==> config.mk <==
export PLATFORM = sky130hd
export DESIGN_NAME = psd_sqrt
export DESIGN_NICKNAME = d
export VERILOG_FILES = /design/src/sv/psd_sqrt.sv
export SDC_FILE = /design/constraint.sdc
export NUM_CORES = 2
export LEC_CHECK = 0
export ABC_AREA = 1
export BUFFER_PORTS_ARGS = -buffer_cell sky130_fd_sc_hd__buf_4
export CORE_ASPECT_RATIO = 1.5
export CORE_MARGIN = 3
export CORE_UTILIZATION = 55
export CTS_BUF_LIST = sky130_fd_sc_hd__clkbuf_2 sky130_fd_sc_hd__clkbuf_4 sky130_fd_sc_hd__clkbuf_8
export DETAILED_ROUTE_END_ITERATION = 12
export PLACE_DENSITY = 0.72
export RECOVER_POWER = 100
export SYNTH_ARGS = -nofsm -noshare
export SYNTH_HDL_FRONTEND = slang
export SYNTH_SLANG_ARGS = --single-unit
==> constraint.sdc <==
create_clock -name clk_i -period 2.7 [get_ports clk_i]
set_input_delay 0.27 -clock clk_i [delete_from_list [all_inputs] [get_ports clk_i]]
set_output_delay 0.27 -clock clk_i [all_outputs]
set_load 0.1 [all_outputs]
==> src/sv/psd_sqrt.sv <==
module psd_sqrt #(
  parameter int R_BITS   = 25,
  parameter int TAG_BITS = 8
) (
  input  logic                clk_i,
  input  logic                rst_ni,
  input  logic                valid_i,
  input  logic [2*R_BITS-1:0] rad_i,
  input  logic [TAG_BITS-1:0] tag_i,
  output logic                valid_o,
  output logic [R_BITS-1:0]   root_o,
  output logic [TAG_BITS-1:0] tag_o
);
  // one result bit per stage, digit-by-digit
  localparam int W = 2 * R_BITS;
  logic [R_BITS:0]                vld_q;
  logic [R_BITS:0][W-1:0]         rad_q;
  logic [R_BITS:0][R_BITS+1:0]    rem_q;
  logic [R_BITS:0][R_BITS-1:0]    rt_q;
  logic [R_BITS:0][TAG_BITS-1:0]  tag_q;

  always_ff @(posedge clk_i or negedge rst_ni) begin
    if (!rst_ni) vld_q <= '0;
    else vld_q <= {vld_q[R_BITS-1:0], valid_i};
  end

  always_ff @(posedge clk_i) begin
    rad_q[0] <= rad_i;
    rem_q[0] <= '0;
    rt_q[0]  <= '0;
    tag_q[0] <= tag_i;
  end

  for (genvar i = 0; i < R_BITS; i++) begin : g_step
    logic [R_BITS+1:0] sh;
    logic [R_BITS+1:0] tr;
    logic [R_BITS+1:0] df;
    assign sh = {rem_q[i][R_BITS-1:0], rad_q[i][W-1:W-2]};
    assign tr = {rt_q[i], 2'b01};
    assign df = sh - tr;
    always_ff @(posedge clk_i) begin
      rad_q[i+1] <= {rad_q[i][W-3:0], 2'b00};
      tag_q[i+1] <= tag_q[i];
      if (sh >= tr) begin
        rem_q[i+1] <= df;
        rt_q[i+1]  <= {rt_q[i][R_BITS-2:0], 1'b1};
      end else begin
        rem_q[i+1] <= sh;
        rt_q[i+1]  <= {rt_q[i][R_BITS-2:0], 1'b0};
      end
    end
  end

  assign valid_o = vld_q[R_BITS];
  assign root_o  = rt_q[R_BITS];
  assign tag_o   = tag_q[R_BITS];
endmodule

==> results.yml <==
power:
  leakagePower_nw: 44.22
  power_frac_comb: 0.269
  power.internal_mw: 49.53
  sw_frac_of_total: 0.3611
  power_switching_mw: 27.99
  pwr-share-seq: 0.444
  powerDensity_mw_per_mm2: 947.7
  clkPwrFrac: 0.287
  peakVddDrop_mv: 0.6638
yosys:
  synthDistinctLibCells: 56
  synth_area_sq_mm: 0.07244
  ys_async_sr_fraction: 0.01475
  synth_cells: 9656
  synth.top_cell.area_share: 0.4800
  syn-num-nets: 10070
  ys_ff_latch: 1763
  synth_top_area_cell: "dfxtp_1"
  synth_edf_count: 0
  yosys_warnings: 0
  ys.flop_type: "dfxtp_1"
  yosysSeqAreaShare: 0.4890
  synth_common_cells: "nand2_1 (3,308), dfxtp_1 (1,737), inv_1 (1,658)"
  synthTopCellsByArea: "dfxtp_1 (48%), nand2_1 (17%), inv_1 (8.6%), ha_1 (6.0%), nor2_1 (3.9%)"
  yosysMostFrequentCell: "nand2_1"
  syn_area_per_cell_sq_um: 7.502
final_layout:
  multi_input_area_sq_mm: 0.02993
  syn2layout_area_growth_pct: 12.91
  fin_nets: 10520
  drive_gt1_frac: 0.06953
  n_fill_cell: 11780
  final-seq-area_sq_mm: 0.03543
worst_setup_path:
  worst-path-max-fanout: 24
  cp.required_ps: 3470
  r2r_cells: 14
  cp-end-kind: "flop"
  crit_arrival_ps: 3340
  crit_type: "reg -> reg"
  crit_path_start_kind: "flop"
status:
  status: "finished, final reports clean"
route:
  drtAntennaViolNets: 0
  vias: 59570
  routed_wl_um: 198800
  drt_iter0_drc: 3233
  first_pass_iters: 6
  via_per_inst: 4.949
  drc_errors: 0
  wire_per_inst_um: 16.52
place:
  numPortBuffers: 94
  place_ws_ps: 109.2
  place.gp.congestion: 1.000
  hpwl_um: 158600
global_route:
  grt_max_degree: 27
  grt_first_pass_wirelength_um: 309900
  grt_use_total: 0.2909
  antenna_found_initial: 3
  gr-total-overflow: 0
  grt_pass1_vias: 60000
clock_network:
  clk_path_buf_depth: 3
  cts_tree: "built"
  cts_sinks: 1763
  cts_setup_buffers: 0
  clk_pin_slew_ps: 70
  numCtsBuffers: 238
  cts-root-buf: "clkbuf_8"
  insertion_delay_ps: 980
  cts.htree.levels: 4
die:
  num_rows: 162
  io_pins: 95
  fp.dieH_um: 450.5
  die_area_sq_mm: 0.1362
  die_w_um: 302.3
  initial_core_util: 0.5558
  coreArea_sq_mm: 0.1303
timing:
  max_freq_mhz: 389.0
  fin_worst_skew_ps: 55.93
  fin_setup_tns_ps: 0
  slew_headroom: 0.2677
  fin_ws_ps: 129.4
  hold_viol: 0
  drv_slew: 0
  setup_viol: 0
  rsz0062_at_grt: "no"
  fin_crit_ps: 2571
  min_period_over_period: 0.9521
  worst_pin_slew_ps: 1095
worst_hold_path:
  holdCritPathClass: "reg -> reg"
  min_delay_path_depth: 0
job:
  drv_cap: 0
==> kinds of logic (layout without fill, tap and decap cells) <==
| family | after synthesis | after routing | share of synthesized area |
|---|---|---|---|
| adder cells (fa/ha/maj) | 349 | 349 | 0.06028 |
| flip-flops | 1763 | 1763 | 0.4890 |
| XOR/XNOR | 209 | 209 | 0.02527 |
| AND/OR/NAND/NOR | 5078 | 5079 | 0.2919 |
| other | 1 | 4 | 0.00005176 |
| AO/OA/AOI/OAI | 499 | 499 | 0.03729 |
| buffers and inverters | 1757 | 2412 | 0.09624 |
==> cell type report <==
class	count	share of cell area
clock buffer	362	0.05563
clock inverter	78	0.01184
sequential	1763	0.4331
multi-input combinational	6137	0.3659
tap	1722	0.02634
antenna	3	0.00009178
timing repair buffer	300	0.03029
inverter	1672	0.07679
==> worst max-delay path, cell delays in order (launching register included) <==
cell     delay (ps)
dfxtp_1         520
inv_1            90
ha_1            370
nand2_1         160
nor2_2          200
nand2_1         100
nor2_1          160
nand2_1          70
nand2_1          60
nor2_1           50
nand2_2          90
inv_2            50
buf_12          160
nand2_1          70
nand2_1         230
==> power groups by stage <==
| stage | clock, mW | combinational, mW | sequential, mW |
|---|---|---|---|
| 4_1_cts | 22.8 | 20.9 | 34.4 |
| 3_3_place_gp | 0 | 20.4 | 34.9 |
| 2_1_floorplan | 0 | 15.2 | 33.0 |
| 6_report | 22.2 | 20.9 | 34.4 |
| 3_5_place_dp | 0 | 20.7 | 34.9 |
| 5_1_grt | 24.0 | 23.6 | 34.7 |
==> cell usage in the layout (no fill, tap or decap), types with 23 or more instances in the layout <==
| cell | n |
|---|---|
| o21ai_1 | 23 |
| nor2_2 | 28 |
| dlygate4sd3_1 | 120 |
| o21ai_0 | 124 |
| dfxtp_1 | 1735 |
| xnor2_1 | 49 |
| nand3b_1 | 82 |
| buf_4 | 49 |
| dfrtp_1 | 26 |
| nand2_1 | 3315 |
| clkinv_2 | 32 |
| nor3_1 | 76 |
| clkbuf_4 | 130 |
| nand4_1 | 199 |
| nand3_1 | 530 |
| ha_1 | 349 |
| clkbuf_2 | 46 |
| nor2_1 | 761 |
| clkbuf_8 | 293 |
| a21oi_1 | 307 |
| xor2_1 | 160 |
| inv_1 | 1660 |
==> per-layer routing <==
layer | vias up | wire length, um | track usage
met5 | - | 0 | 0
met4 | 0 | 17210 | 0.2292
met3 | 696 | 7269 | 0.03868
met2 | 1600 | 102600 | 0.5406
met1 | 26780 | 71740 | 0.2868
li1 | 30490 | - | -
==> sequential cells by signal, summed over array words and instances, names as in the netlist <==
name and count:
g_step.sh 604, g_step.tr 300, rad_q 600, root_o 25
tag_o 8, tag_q 200, vld_q 26
==> per-stage QoR <==
step	util	power, mW	hold slack (ps)	instance area (sq um)	instances
6_report	0.6276	77.52	313.6	81800	12040
5_1_grt	0.6276	82.29	304.4	81790	12040
4_1_cts	0.6298	78.12	312.1	82080	12030
3_5_place_dp	0.5782	55.55	185.2	75360	11470
3_3_place_gp	0.5782	55.36	178.2	75360	11470
2_1_floorplan	-	48.19	-25.59	72440	9656
==> final timing paths <==
kind | startpoint | to | slack (ps)
max | g_step[19].tr[10] | g_step[20].sh[8] | 130
min | rad_q[1041] | rad_q[1093] | 310
max reg2reg | g_step[19].tr[10] | g_step[20].sh[8] | 130
min reg2reg | rad_q[1041] | rad_q[1093] | 310
max in group asynchronous | rst_ni | vld_q[3] | 1430
min in group asynchronous | rst_ni | vld_q[20] | 610
==> what timing repair did <==
item,in CTS,in global routing
endpoints found under the hold margin,85,0
setup endpoints to repair,0,16
hold buffers,120,0
resized for setup,0,4
No activity file was read; power rests on OpenSTA's default activity.
